===== src/rtl/core/assert_macros.svh =====
// Assertion macros for the RTL files of the humidity sensor frame decoder.
`ifndef ASSERT_MACROS_SVH
`define ASSERT_MACROS_SVH

`ifndef SYNTHESIS
`define HSFD_ASSERT(lbl, clk, rstn, prop) \
  lbl: assert property (@(posedge clk) disable iff (!(rstn)) (prop)) \
    else $error("hsfd assertion failed");
`define HSFD_ASSERT_NR(lbl, clk, prop) \
  lbl: assert property (@(posedge clk) (prop)) \
    else $error("hsfd assertion failed");
`else
`define HSFD_ASSERT(lbl, clk, rstn, prop)
`define HSFD_ASSERT_NR(lbl, clk, prop)
`endif

`endif


===== src/rtl/core/hsfd_pkg.sv =====
// Types, constants and the CRC-8 step of the humidity sensor frame decoder.
package hsfd_pkg;

  localparam logic [7:0] CRC_INIT = 8'hFF;
  localparam logic [7:0] CRC_POLY = 8'h31;

  localparam int unsigned TEMP_SPAN   = 17500;
  localparam int unsigned HUMID_SPAN  = 10000;
  localparam int unsigned TEMP_OFFSET = 4500;
  localparam int unsigned FULL_SCALE  = 65535;

  localparam int unsigned FIFO_DEPTH = 2;

  typedef struct packed {
    logic [7:0] rx_byte;
    logic       frame_start;
  } in_item_t;

  typedef struct packed {
    logic signed [14:0] temp_centi;
    logic [13:0]        humid_centi;
    logic [1:0]         status;
  } out_item_t;

  typedef struct packed {
    logic [15:0] temp_word;
    logic [15:0] humid_word;
    logic [1:0]  status;
  } raw_t;

  function automatic logic [7:0] crc8_update(input logic [7:0] crc, input logic [7:0] b);
    logic [7:0] c;
    c = crc ^ b;
    for (int i = 0; i < 8; i++) begin
      if (c[7]) begin
        c = {c[6:0], 1'b0} ^ CRC_POLY;
      end else begin
        c = {c[6:0], 1'b0};
      end
    end
    return c;
  endfunction

endpackage


===== src/rtl/core/hsfd_front.sv =====
// Front end: byte position tracking, word assembly and CRC check per frame.
module hsfd_front (
  input  logic               clk,
  input  logic               rst_n,
  input  logic               in_valid,
  input  hsfd_pkg::in_item_t in_data,
  output logic               in_stall,
  input  logic               fifo_full,
  output logic               push,
  output hsfd_pkg::raw_t     push_data
);

  typedef enum logic [2:0] {
    POS_T_HI,
    POS_T_LO,
    POS_T_CRC,
    POS_H_HI,
    POS_H_LO,
    POS_H_CRC
  } pos_t;

  pos_t        pos_r, pos_nxt, pos_eff;
  logic [7:0]  crc_r, crc_nxt, crc_base;
  logic [15:0] temp_word_r, temp_word_nxt;
  logic [15:0] humid_word_r, humid_word_nxt;
  logic        temp_bad_r, temp_bad_nxt;
  logic        restart;
  logic        accept;
  logic        last_byte;

  assign in_stall = fifo_full;
  assign accept   = in_valid && !fifo_full;
  assign restart  = in_data.frame_start || (pos_r > POS_H_CRC);
  assign pos_eff  = restart ? POS_T_HI : pos_r;
  assign crc_base = restart ? hsfd_pkg::CRC_INIT : crc_r;

  always_comb begin
    pos_nxt        = pos_r;
    crc_nxt        = crc_r;
    temp_word_nxt  = temp_word_r;
    humid_word_nxt = humid_word_r;
    temp_bad_nxt   = temp_bad_r;
    last_byte      = 1'b0;
    if (accept) begin
      unique case (pos_eff)
        POS_T_HI: begin
          temp_word_nxt = {in_data.rx_byte, 8'h00};
          crc_nxt       = hsfd_pkg::crc8_update(hsfd_pkg::CRC_INIT, in_data.rx_byte);
          pos_nxt       = POS_T_LO;
        end
        POS_T_LO: begin
          temp_word_nxt = {temp_word_r[15:8], in_data.rx_byte};
          crc_nxt       = hsfd_pkg::crc8_update(crc_base, in_data.rx_byte);
          pos_nxt       = POS_T_CRC;
        end
        POS_T_CRC: begin
          temp_bad_nxt = (crc_base != in_data.rx_byte);
          crc_nxt      = hsfd_pkg::CRC_INIT;
          pos_nxt      = POS_H_HI;
        end
        POS_H_HI: begin
          humid_word_nxt = {in_data.rx_byte, 8'h00};
          crc_nxt        = hsfd_pkg::crc8_update(hsfd_pkg::CRC_INIT, in_data.rx_byte);
          pos_nxt        = POS_H_LO;
        end
        POS_H_LO: begin
          humid_word_nxt = {humid_word_r[15:8], in_data.rx_byte};
          crc_nxt        = hsfd_pkg::crc8_update(crc_base, in_data.rx_byte);
          pos_nxt        = POS_H_CRC;
        end
        POS_H_CRC: begin
          last_byte = 1'b1;
          crc_nxt   = hsfd_pkg::CRC_INIT;
          pos_nxt   = POS_T_HI;
        end
        default: begin
          crc_nxt = hsfd_pkg::CRC_INIT;
          pos_nxt = POS_T_HI;
        end
      endcase
    end
  end

  assign push                 = last_byte;
  assign push_data.temp_word  = temp_word_r;
  assign push_data.humid_word = humid_word_r;
  assign push_data.status     = {(crc_base != in_data.rx_byte), temp_bad_r};

  always_ff @(posedge clk) begin
    if (!rst_n) begin
      pos_r        <= POS_T_HI;
      crc_r        <= hsfd_pkg::CRC_INIT;
      temp_word_r  <= '0;
      humid_word_r <= '0;
      temp_bad_r   <= 1'b0;
    end else begin
      pos_r        <= pos_nxt;
      crc_r        <= crc_nxt;
      temp_word_r  <= temp_word_nxt;
      humid_word_r <= humid_word_nxt;
      temp_bad_r   <= temp_bad_nxt;
    end
  end

endmodule


===== src/rtl/core/hsfd_fifo.sv =====
// Small register queue between the front end and the conversion back end.
`include "assert_macros.svh"

module hsfd_fifo #(
  parameter int unsigned WIDTH = 34,
  parameter int unsigned DEPTH = 2
) (
  input  logic             clk,
  input  logic             rst_n,
  input  logic             push,
  input  logic [WIDTH-1:0] push_data,
  input  logic             pop,
  output logic [WIDTH-1:0] pop_data,
  output logic             full,
  output logic             empty
);

  localparam int unsigned PTR_W = (DEPTH > 1) ? $clog2(DEPTH) : 1;
  localparam int unsigned CNT_W = $clog2(DEPTH + 1);

  logic [WIDTH-1:0] mem_r [DEPTH];
  logic [PTR_W-1:0] wr_ptr_r, wr_ptr_nxt;
  logic [PTR_W-1:0] rd_ptr_r, rd_ptr_nxt;
  logic [CNT_W-1:0] count_r, count_nxt;
  logic             do_push, do_pop;

  assign full     = (count_r == CNT_W'(DEPTH));
  assign empty    = (count_r == '0);
  assign do_push  = push && !full;
  assign do_pop   = pop && !empty;
  assign pop_data = mem_r[rd_ptr_r];

  always_comb begin
    wr_ptr_nxt = wr_ptr_r;
    rd_ptr_nxt = rd_ptr_r;
    count_nxt  = count_r;
    if (do_push) begin
      wr_ptr_nxt = (wr_ptr_r == PTR_W'(DEPTH - 1)) ? '0 : wr_ptr_r + 1'b1;
    end
    if (do_pop) begin
      rd_ptr_nxt = (rd_ptr_r == PTR_W'(DEPTH - 1)) ? '0 : rd_ptr_r + 1'b1;
    end
    if (do_push && !do_pop) begin
      count_nxt = count_r + 1'b1;
    end else if (do_pop && !do_push) begin
      count_nxt = count_r - 1'b1;
    end
  end

  always_ff @(posedge clk) begin
    if (!rst_n) begin
      wr_ptr_r <= '0;
      rd_ptr_r <= '0;
      count_r  <= '0;
    end else begin
      wr_ptr_r <= wr_ptr_nxt;
      rd_ptr_r <= rd_ptr_nxt;
      count_r  <= count_nxt;
    end
  end

  always_ff @(posedge clk) begin
    if (do_push) begin
      mem_r[wr_ptr_r] <= push_data;
    end
  end

  `HSFD_ASSERT(a_no_push_full, clk, rst_n, !(push && full))
  `HSFD_ASSERT(a_no_pop_empty, clk, rst_n, !(pop && empty))
  `HSFD_ASSERT(a_count_bound, clk, rst_n, count_r <= CNT_W'(DEPTH))
  `HSFD_ASSERT(a_push_fills, clk, rst_n, (do_push && !do_pop) |=> !empty)

endmodule


===== src/rtl/core/hsfd_back.sv =====
// Back end: two-stage scaling of the raw words into hundredths, output register.
module hsfd_back (
  input  logic                clk,
  input  logic                rst_n,
  input  logic                fifo_empty,
  input  hsfd_pkg::raw_t      fifo_data,
  output logic                pop,
  output logic                out_valid,
  output hsfd_pkg::out_item_t out_data,
  input  logic                out_stall
);

  logic                s1_valid_r, s1_valid_nxt;
  logic [30:0]         s1_tprod_r, s1_tprod_nxt;
  logic [30:0]         s1_hprod_r, s1_hprod_nxt;
  logic [1:0]          s1_status_r, s1_status_nxt;
  logic                out_valid_r, out_valid_nxt;
  hsfd_pkg::out_item_t out_data_r, out_data_nxt;
  logic                s1_ready, s2_ready;
  logic [15:0]         tq, hq;

  function automatic logic [15:0] div_full_scale(input logic [30:0] x);
    logic [14:0] q0;
    logic [16:0] r;
    q0 = x[30:16];
    r  = {1'b0, x[15:0]} + {2'b00, q0};
    return {1'b0, q0} + ((r >= 17'(hsfd_pkg::FULL_SCALE)) ? 16'd1 : 16'd0);
  endfunction

  assign s2_ready = !out_valid_r || !out_stall;
  assign s1_ready = !s1_valid_r || s2_ready;
  assign pop      = !fifo_empty && s1_ready;

  assign tq = div_full_scale(s1_tprod_r);
  assign hq = div_full_scale(s1_hprod_r);

  always_comb begin
    s1_valid_nxt  = s1_valid_r;
    s1_tprod_nxt  = s1_tprod_r;
    s1_hprod_nxt  = s1_hprod_r;
    s1_status_nxt = s1_status_r;
    out_valid_nxt = out_valid_r;
    out_data_nxt  = out_data_r;
    if (s1_ready) begin
      s1_valid_nxt  = !fifo_empty;
      s1_tprod_nxt  = 31'(hsfd_pkg::TEMP_SPAN) * {15'd0, fifo_data.temp_word};
      s1_hprod_nxt  = 31'(hsfd_pkg::HUMID_SPAN) * {15'd0, fifo_data.humid_word};
      s1_status_nxt = fifo_data.status;
    end
    if (s2_ready) begin
      out_valid_nxt            = s1_valid_r;
      out_data_nxt.temp_centi  = 15'(tq - 16'(hsfd_pkg::TEMP_OFFSET));
      out_data_nxt.humid_centi = hq[13:0];
      out_data_nxt.status      = s1_status_r;
    end
  end

  always_ff @(posedge clk) begin
    if (!rst_n) begin
      s1_valid_r  <= 1'b0;
      out_valid_r <= 1'b0;
    end else begin
      s1_valid_r  <= s1_valid_nxt;
      out_valid_r <= out_valid_nxt;
    end
  end

  always_ff @(posedge clk) begin
    s1_tprod_r  <= s1_tprod_nxt;
    s1_hprod_r  <= s1_hprod_nxt;
    s1_status_r <= s1_status_nxt;
    out_data_r  <= out_data_nxt;
  end

  assign out_valid = out_valid_r;
  assign out_data  = out_data_r;

endmodule


===== src/rtl/core/humidity_sensor_frame_decoder.sv =====
// Top level of the humidity sensor frame decoder.
//
// Input channel (in_valid, in_data, in_stall): one sensor response byte per
// item with a frame_start mark; frame_start restarts the six-byte frame.
// Bytes in order: temperature high, low, CRC, humidity high, low, CRC.
// Output channel (out_valid, out_data, out_stall): one result per frame with
// temperature and humidity in hundredths and a two-bit CRC status.
// Throughput: one byte per cycle while in_stall is low, set by the CRC-8 step in
// the front end. After the sixth byte is accepted, the words go into the queue,
// are read into the multiply stage register, then reduced into the output register.
// A short queue sits between front end and back end; when out_stall holds the
// output, the back end and then the queue fill, and in_stall rises only when
// the queue is full. Results are never dropped.
// Reset (rst_n low, synchronous): position returns to the first byte, CRC to
// its initial value, queue and pipeline are emptied.
module humidity_sensor_frame_decoder #(
  parameter int unsigned FIFO_DEPTH = hsfd_pkg::FIFO_DEPTH
) (
  input  logic                clk,
  input  logic                rst_n,
  input  logic                in_valid,
  input  hsfd_pkg::in_item_t  in_data,
  output logic                in_stall,
  output logic                out_valid,
  output hsfd_pkg::out_item_t out_data,
  input  logic                out_stall
);

  localparam int unsigned RAW_W = $bits(hsfd_pkg::raw_t);

  logic             push, pop;
  logic             fifo_full, fifo_empty;
  hsfd_pkg::raw_t   push_data, pop_data;
  logic [RAW_W-1:0] pop_bits;

  hsfd_front u_front (
    .clk       (clk),
    .rst_n     (rst_n),
    .in_valid  (in_valid),
    .in_data   (in_data),
    .in_stall  (in_stall),
    .fifo_full (fifo_full),
    .push      (push),
    .push_data (push_data)
  );

  hsfd_fifo #(
    .WIDTH (RAW_W),
    .DEPTH (FIFO_DEPTH)
  ) u_fifo (
    .clk       (clk),
    .rst_n     (rst_n),
    .push      (push),
    .push_data (RAW_W'(push_data)),
    .pop       (pop),
    .pop_data  (pop_bits),
    .full      (fifo_full),
    .empty     (fifo_empty)
  );

  assign pop_data = hsfd_pkg::raw_t'(pop_bits);

  hsfd_back u_back (
    .clk        (clk),
    .rst_n      (rst_n),
    .fifo_empty (fifo_empty),
    .fifo_data  (pop_data),
    .pop        (pop),
    .out_valid  (out_valid),
    .out_data   (out_data),
    .out_stall  (out_stall)
  );

endmodule


===== config.mk =====
export PLATFORM = sky130hd
export DESIGN_NAME = humidity_sensor_frame_decoder
export DESIGN_NICKNAME = d
export VERILOG_FILES = /design/src/rtl/core/hsfd_pkg.sv /design/src/rtl/core/hsfd_front.sv /design/src/rtl/core/hsfd_fifo.sv /design/src/rtl/core/hsfd_back.sv /design/src/rtl/core/humidity_sensor_frame_decoder.sv
export VERILOG_INCLUDE_DIRS = /design/src /design/src/rtl/core
export SDC_FILE = /design/constraint.sdc
export NUM_CORES = 1
export LEC_CHECK = 0
export ABC_AREA = 1
export BUFFER_PORTS_ARGS = -buffer_cell sky130_fd_sc_hd__buf_2
export CAP_MARGIN = 40
export CORE_MARGIN = 3
export CORE_UTILIZATION = 40
export CTS_CLUSTER_SIZE = 28
export DETAILED_ROUTE_END_ITERATION = 8
export HOLD_SLACK_MARGIN = 0.05
export PLACE_DENSITY_LB_ADDON = 0.2
export SETUP_SLACK_MARGIN = 0.1
export SYNTH_ARGS = -nofsm -noshare
export SYNTH_HDL_FRONTEND = slang
export SYNTH_HIERARCHICAL = 1
export SYNTH_SLANG_ARGS = --single-unit

===== constraint.sdc =====
create_clock -name clk -period 7.55 [get_ports clk]
set_input_delay 1.1325 -clock clk [delete_from_list [all_inputs] [get_ports clk]]
set_output_delay 1.1325 -clock clk [all_outputs]
set_load 0.02 [all_outputs]

==> results.ini, run 1 <==
[status]
run_status=finished, final reports clean

[die]
core-area_um2=40100
chipWidth_um=208
io_pins=46
number_of_standard_cell_rows_in_the_floorplan=73
floorplan.initialDensity=0.408
total_die_area_um2=43400
floorplan.die.height_um=208

[synthesis]
post_synth_net_total=2080
post-synth-top-area-fraction=0.286
ys.warnings.count=6
netlist_instances=1789
synthDominantAreaCellType=sky130_fd_sc_hd__edfxtp_1
synth_area_per_cell_um2=9.16
synth_enable_flop_cells=156
synth_area_leaders=sky130_fd_sc_hd__edfxtp_1 (29%), sky130_fd_sc_hd__ha_1 (15%), sky130_fd_sc_hd__fa_1 (10%)
synth.distinct_cells=55
synthesis.area_um2=16400
synth_sequential_area_ratio=0.348
synth_top_flop_cell=sky130_fd_sc_hd__edfxtp_1
yosys_register_bits=207
postSynth.asyncResetShare=0

[timing]
final_min_period_over_clock_period=0.701
grt_setup_unrepaired=false
tightest_slew_ns=0.853
setup_ws_ns=2.26
clock_skew_ns=0.0213
hold_ws_ns=0.413
finalSetupViolCount=0
worst_slew_margin_relative_to_its_limit=0.431
finalMaxSlewViolations=0
final_hold_viol_count=0
fin_setup_tns_ns=0
max_clock_freq_mhz=189
finalCriticalPeriod_ns=5.29

[global_routing]
grt_max_degree=60
grt_antenna_before_repair=0
total_congestion_overflow=0
tot_gr_track_use=0.161
number_of_global_route_vias_before_repair=11500
wire_length_of_the_first_global_routing_pass_um=58100

[setup_path]
crit_path_start_kind=flop
critPathKind=flop to flop
crit_fanout=27
crit_required_ns=7.83
worst_ep_arrival_time_ns=5.58
worstSetupEndpointType=flop

[clock_network]
ctsResizeCount=0
htree_num_levels=1
cts.sink_count=207
cts.repair_timing.setup_buffer_count=0
clk_tree_root_cell=sky130_fd_sc_hd__clkbuf_16
cts_hold_repair.buffers=0
worstSkewPairLatency_ns=0.54
cts_tree=built
cts.clk_slew.worst_paths_ns=0.06
cts_inserted_buffers=26
clock_tree.buffer_depth=3

[final_layout]
drive_above_1_share=0.112
final_common_cell=sky130_fd_sc_hd__nand2_1
area_delta_synth_final_pct=10.0
total_inserted_antenna_cells=0
layout.cells.most_common_list=sky130_fd_sc_hd__nand2_1 (345), sky130_fd_sc_hd__inv_1 (343), sky130_fd_sc_hd__ha_1 (196)
num-nets-final=2140

[drt]
drt_pass1_iterations=5
final_antenna_net_count=0
drtIter0Drc=662
detailroute.via_count=11600
viasPerCell=4.85
drc=0
drt-total-wl_um=34900
avgRoutedWirePerCell_um=14.6

[placed_design]
place.detailed.hpwl_um=28000
port_buffers=45
pre_cts_setup_slack_ns=2.24
gp_congestion=0.896

[run]
drv.max_cap_violation_count=0

[power]
ir_worst_vdd_uv=108
power_density_nw_per_um2=145
cellLeakagePower_uw=0.00890

[worst_hold_path]
worstHoldPathType=flop to flop

sequential cells by signal (all words and copies together) (netlist names), named ones only:
name                  cells
u_back/out_data          31
u_back/out_valid          1
u_back/s1_hprod_r        26
u_back/s1_status_r        2
u_back/s1_tprod_r        29
u_back/s1_valid_r         1
u_fifo/count_r            2
u_fifo/mem_r             68
u_fifo/rd_ptr_r           1
u_fifo/wr_ptr_r           1
u_front/crc_r             8
u_front/humid_word_r     16
u_front/pos_r             3
u_front/temp_bad_r        1
u_front/temp_word_r      16
stage by stage:
stage / utilization / std cells / power, µW / cell area [µm²]
6_report: 0.449 / 2394 / 2620 / 18000
3_3_place_gp: 0.428 / 2345 / 1450 / 17200
5_1_grt: 0.449 / 2394 / 2740 / 18000
4_1_cts: 0.449 / 2394 / 2660 / 18000
3_5_place_dp: 0.428 / 2346 / 1450 / 17200
2_1_floorplan: - / 1789 / 1410 / 16400
power breakdown:
part | total, µW | leakage (µW) | switching, µW | internal (µW)
registers | 1240 | 0.00201 | 12.1 | 1230
logic | 187 | 0.00648 | 123 | 64.4
clock network | 1190 | 0.000418 | 496 | 695
total | 2620 | 0.00890 | 631 | 1990
metal layers:
| metal | global-route usage | vias up | part of all wire |
|---|---|---|---|
| met3 | 0.0190 | 57 | 0.038 |
| met5 | 0 | - | 0 |
| met1 | 0.230 | 5417 | 0.49 |
| met2 | 0.261 | 179 | 0.45 |
| li1 | - | 5954 | - |
| met4 | 0.0435 | 0 | 0.024 |
area by class of cell:
class	instances	area, µm²
clock inverter	14	106
timing repair buffer	52	298
fill	3866	22100
sequential	207	5710
clock buffer	34	733
tap	525	657
multi-input combinational	1208	9190
inverter	354	1330
path summary, 6_finish.rpt:
check / startpoint / to / slack (ns) / cells past startpoint
max: flop / u_back/s1_hprod_r[25]$_DFFE_PN_ / 2.26 / 20
min: u_back/s1_status_r[1]$_DFFE_PN_ / u_back/out_data[1]$_DFFE_PP_ / 0.41 / 0
max reg2reg: flop / u_back/s1_hprod_r[25]$_DFFE_PN_ / 2.26 / 20
min reg2reg: u_back/s1_status_r[1]$_DFFE_PN_ / u_back/out_data[1]$_DFFE_PP_ / 0.41 / 0
cell usage after synthesis (5+ instances only):
| cell type | count |
|---|---|
| sky130_fd_sc_hd__nand2_2 | 16 |
| sky130_fd_sc_hd__a21oi_1 | 95 |
| sky130_fd_sc_hd__xor2_1 | 42 |
| sky130_fd_sc_hd__nand4_1 | 28 |
| sky130_fd_sc_hd__o21ai_2 | 6 |
| sky130_fd_sc_hd__dfxtp_1 | 51 |
| sky130_fd_sc_hd__nand3_1 | 103 |
| sky130_fd_sc_hd__a22oi_1 | 7 |
| sky130_fd_sc_hd__inv_2 | 11 |
| sky130_fd_sc_hd__clkbuf_1 | 6 |
| sky130_fd_sc_hd__ha_1 | 196 |
| sky130_fd_sc_hd__o21ai_1 | 8 |
| sky130_fd_sc_hd__xnor2_1 | 23 |
| sky130_fd_sc_hd__inv_1 | 343 |
| sky130_fd_sc_hd__xor2_2 | 5 |
| sky130_fd_sc_hd__nor3_1 | 12 |
| sky130_fd_sc_hd__nand2_1 | 345 |
| sky130_fd_sc_hd__a31oi_1 | 8 |
| sky130_fd_sc_hd__a21o_1 | 6 |
| sky130_fd_sc_hd__fa_1 | 82 |
| sky130_fd_sc_hd__o21bai_1 | 9 |
| sky130_fd_sc_hd__mux2_4 | 30 |
| sky130_fd_sc_hd__edfxtp_1 | 156 |
| sky130_fd_sc_hd__nor2_1 | 92 |
| sky130_fd_sc_hd__o21ai_0 | 33 |
| sky130_fd_sc_hd__nor2_2 | 13 |
| sky130_fd_sc_hd__buf_4 | 8 |
| sky130_fd_sc_hd__nand3b_1 | 7 |
cell families (layout without fill, tap and decap cells):
logic type / after synthesis / in the layout / synth area share
AO/OA/AOI/OAI: 188 / 188 / 0.0665
XOR/XNOR: 70 / 70 / 0.0397
adder cells (fa/ha/maj): 278 / 278 / 0.250
buffers and inverters: 374 / 454 / 0.0911
flip-flops: 207 / 207 / 0.348
multiplexers: 34 / 34 / 0.0302
AND/OR/NAND/NOR: 638 / 638 / 0.174
critical path: stages, from the launching register on:
cell                       delay, ns
sky130_fd_sc_hd__dfxtp_2        0.87
sky130_fd_sc_hd__buf_4          0.34
sky130_fd_sc_hd__mux2_4         0.21
sky130_fd_sc_hd__inv_1          0.08
sky130_fd_sc_hd__fa_1           0.53
sky130_fd_sc_hd__inv_1          0.04
sky130_fd_sc_hd__ha_1           0.26
sky130_fd_sc_hd__inv_1          0.05
sky130_fd_sc_hd__fa_1           0.53
sky130_fd_sc_hd__inv_1          0.04
sky130_fd_sc_hd__ha_1           0.26
sky130_fd_sc_hd__inv_1          0.05
sky130_fd_sc_hd__fa_1           0.49
sky130_fd_sc_hd__inv_1          0.04
sky130_fd_sc_hd__ha_1           0.34
sky130_fd_sc_hd__a21oi_1        0.25
sky130_fd_sc_hd__o21bai_1       0.13
sky130_fd_sc_hd__a21o_1         0.20
sky130_fd_sc_hd__nand3b_1       0.09
sky130_fd_sc_hd__nand2_1        0.06
sky130_fd_sc_hd__xor2_1         0.14
No activity file was read; power rests on OpenSTA's default activity.
==> run 2: changes to the inputs <==
==> constraint.sdc (replaced) <==
create_clock -name clk -period 5.2 [get_ports clk]
set_input_delay 0.78 -clock clk [delete_from_list [all_inputs] [get_ports clk]]
set_output_delay 0.78 -clock clk [all_outputs]
set_load 0.02 [all_outputs]
==> results.ini, run 2 (synthesis gave the netlist of run 1 again) <==
[final_layout]
final_core_util=0.452
total_inserted_antenna_cells=0
fin_area_um2=18100
largest_reg_flops=68
filler_cell_count=3812
multi_input_comb_area_um2=9200
area_delta_synth_final_pct=10.7
num-nets-final=2141
drive_above_1_share=0.115
top_register=u_fifo/mem_r
seq_area_um2=5710
final_common_cell=sky130_fd_sc_hd__nand2_1
layout.cells.most_common_list=sky130_fd_sc_hd__nand2_1 (345), sky130_fd_sc_hd__inv_1 (343), sky130_fd_sc_hd__ha_1 (196)

[drt]
viasPerCell=4.85
avgRoutedWirePerCell_um=14.8
final_antenna_net_count=0
drt_pass1_iterations=5
drc=0
detailroute.via_count=11600
drt-total-wl_um=35500
drtIter0Drc=568

[setup_path]
crit_fanout=17
r2r-end=u_back/s1_tprod_r[27]$_DFFE_PN_
crit_required_ns=5.48
critical_path.cell_chain=buf_12 > mux2_4 > ha_1 > inv_1 > fa_1 > inv_1 > ha_1 > fa_1 > inv_1 > fa_1 > inv_1 > ha_1 > nand2_1 > nor2_1 > inv_2 > nor3_1 > nand4_1 > nand4_1 > nand2_1
worstSetupEndpointType=flop
timing.reg2reg.setup_slack_ns=0.39
cpMaxStageDelayCell=sky130_fd_sc_hd__fa_1
critical_path.top_delay_family=adder cells
critPathKind=flop to flop
critical_path.max_stage_delay_ns=0.52
path_common_cell=sky130_fd_sc_hd__inv_1
cp.buffers_inverters=6
crit_path_start_kind=flop
worst_ep_arrival_time_ns=5.09
rr_worst_depth=19

[timing]
finalSetupViolCount=0
final_min_period_over_clock_period=0.925
tightest_slew_ns=0.764
final_hold_viol_count=0
finalMaxSlewViolations=0
finalCriticalPeriod_ns=4.81
clock_skew_ns=0.0219
grt_setup_unrepaired=false
max_clock_freq_mhz=208
fin_setup_tns_ns=0
worst_slew_margin_relative_to_its_limit=0.491

[power]
power_density_nw_per_um2=216
power.share.switching=0.232
p_int_uw=3000
power.net_switching_uw=907
cellLeakagePower_uw=0.00895
ir_worst_vdd_uv=175
seqPwrFrac=0.462
p_comb_frac=0.070
clockPowerShare=0.468

[worst_hold_path]
worstHoldPathType=flop to flop
hold_depth=0
min_from=u_back/s1_status_r[1]$_DFFE_PN_
timing.hold.worst_endpoint=u_back/out_data[1]$_DFFE_PP_

[run]
drv.max_cap_violation_count=0

[clock_network]
cts.sink_count=207
worstSkewPairLatency_ns=0.55
ctsResizeCount=0
cts.clk_slew.worst_paths_ns=0.06
clk_tree_root_cell=sky130_fd_sc_hd__clkbuf_16
htree_num_levels=1
cts_hold_repair.buffers=0
cts_inserted_buffers=26
clock_tree.buffer_depth=3
cts_tree=built
cts.repair_timing.setup_buffer_count=0

[global_routing]
total_congestion_overflow=0
number_of_global_route_vias_before_repair=11800
top_usage_layer=met2
grt_max_degree=59
grtUsageMet2=0.276
tot_gr_track_use=0.164
groute.layer.met3.usage=0.0184
groute.layer.met1.usage=0.227
grt_antenna_before_repair=0
wire_length_of_the_first_global_routing_pass_um=59000

[placed_design]
port_buffers=45
place_area_um2=17200
place.detailed.hpwl_um=28600
gp_congestion=0.877

[die]
floorplan.initialDensity=0.408
floorplan.die.height_um=208
io_pins=46
chipWidth_um=208
total_die_area_um2=43400
core-area_um2=40100
number_of_standard_cell_rows_in_the_floorplan=73

[status]
run_status=finished, final reports clean

==> run 2: metrics by stage <==
step	std cells	total power (µW)	hold WS (ns)	setup WS, ns
floorplan	1789	2040	0.400	0.726
global placement	2345	2110	0.408	0.360
detailed placement	2346	2110	0.406	0.316
CTS	2394	3970	0.418	0.279
global route	2395	4070	0.431	0.102
finish	2395	3910	0.415	0.391
==> run 2: power by group through the flow <==
stage	sequential (µW)	combinational [µW]	clock, µW
final	1810	273	1830
after global routing	1810	311	1950
after CTS	1810	274	1890
after detailed placement	1840	272	0
after global placement	1840	267	0
after floorplan	1840	202	0
==> run 2: worst max path at each step <==
stage                                 endpoint  slack [ns]  depth (start not counted)
6_report       u_back/s1_tprod_r[27]$_DFFE_PN_        0.39                         19
5_1_grt        u_back/s1_tprod_r[28]$_DFFE_PN_        0.10                         19
4_1_cts        u_back/s1_tprod_r[28]$_DFFE_PN_        0.28                         18
3_5_place_dp   u_back/s1_tprod_r[28]$_DFFE_PN_        0.32                         18
3_3_place_gp   u_back/s1_tprod_r[28]$_DFFE_PN_        0.36                         18
2_1_floorplan  u_back/s1_tprod_r[21]$_DFFE_PN_        0.73                         20
==> run 2: final cells by class <==
class | instances | share of cell area
clock buffers | 38 | 0.0440
well taps | 525 | 0.0362
inverters | 354 | 0.0733
clock inverters | 10 | 0.00580
multi-input cells | 1208 | 0.507
repair buffers | 53 | 0.0185
flip-flops and latches | 207 | 0.315
==> run 2: metal layers <==
metal	wire length, µm	vias to the layer above
met5	0	-
met2	16500	176
li1	-	5975
met3	1250	37
met1	17100	5418
met4	648	0
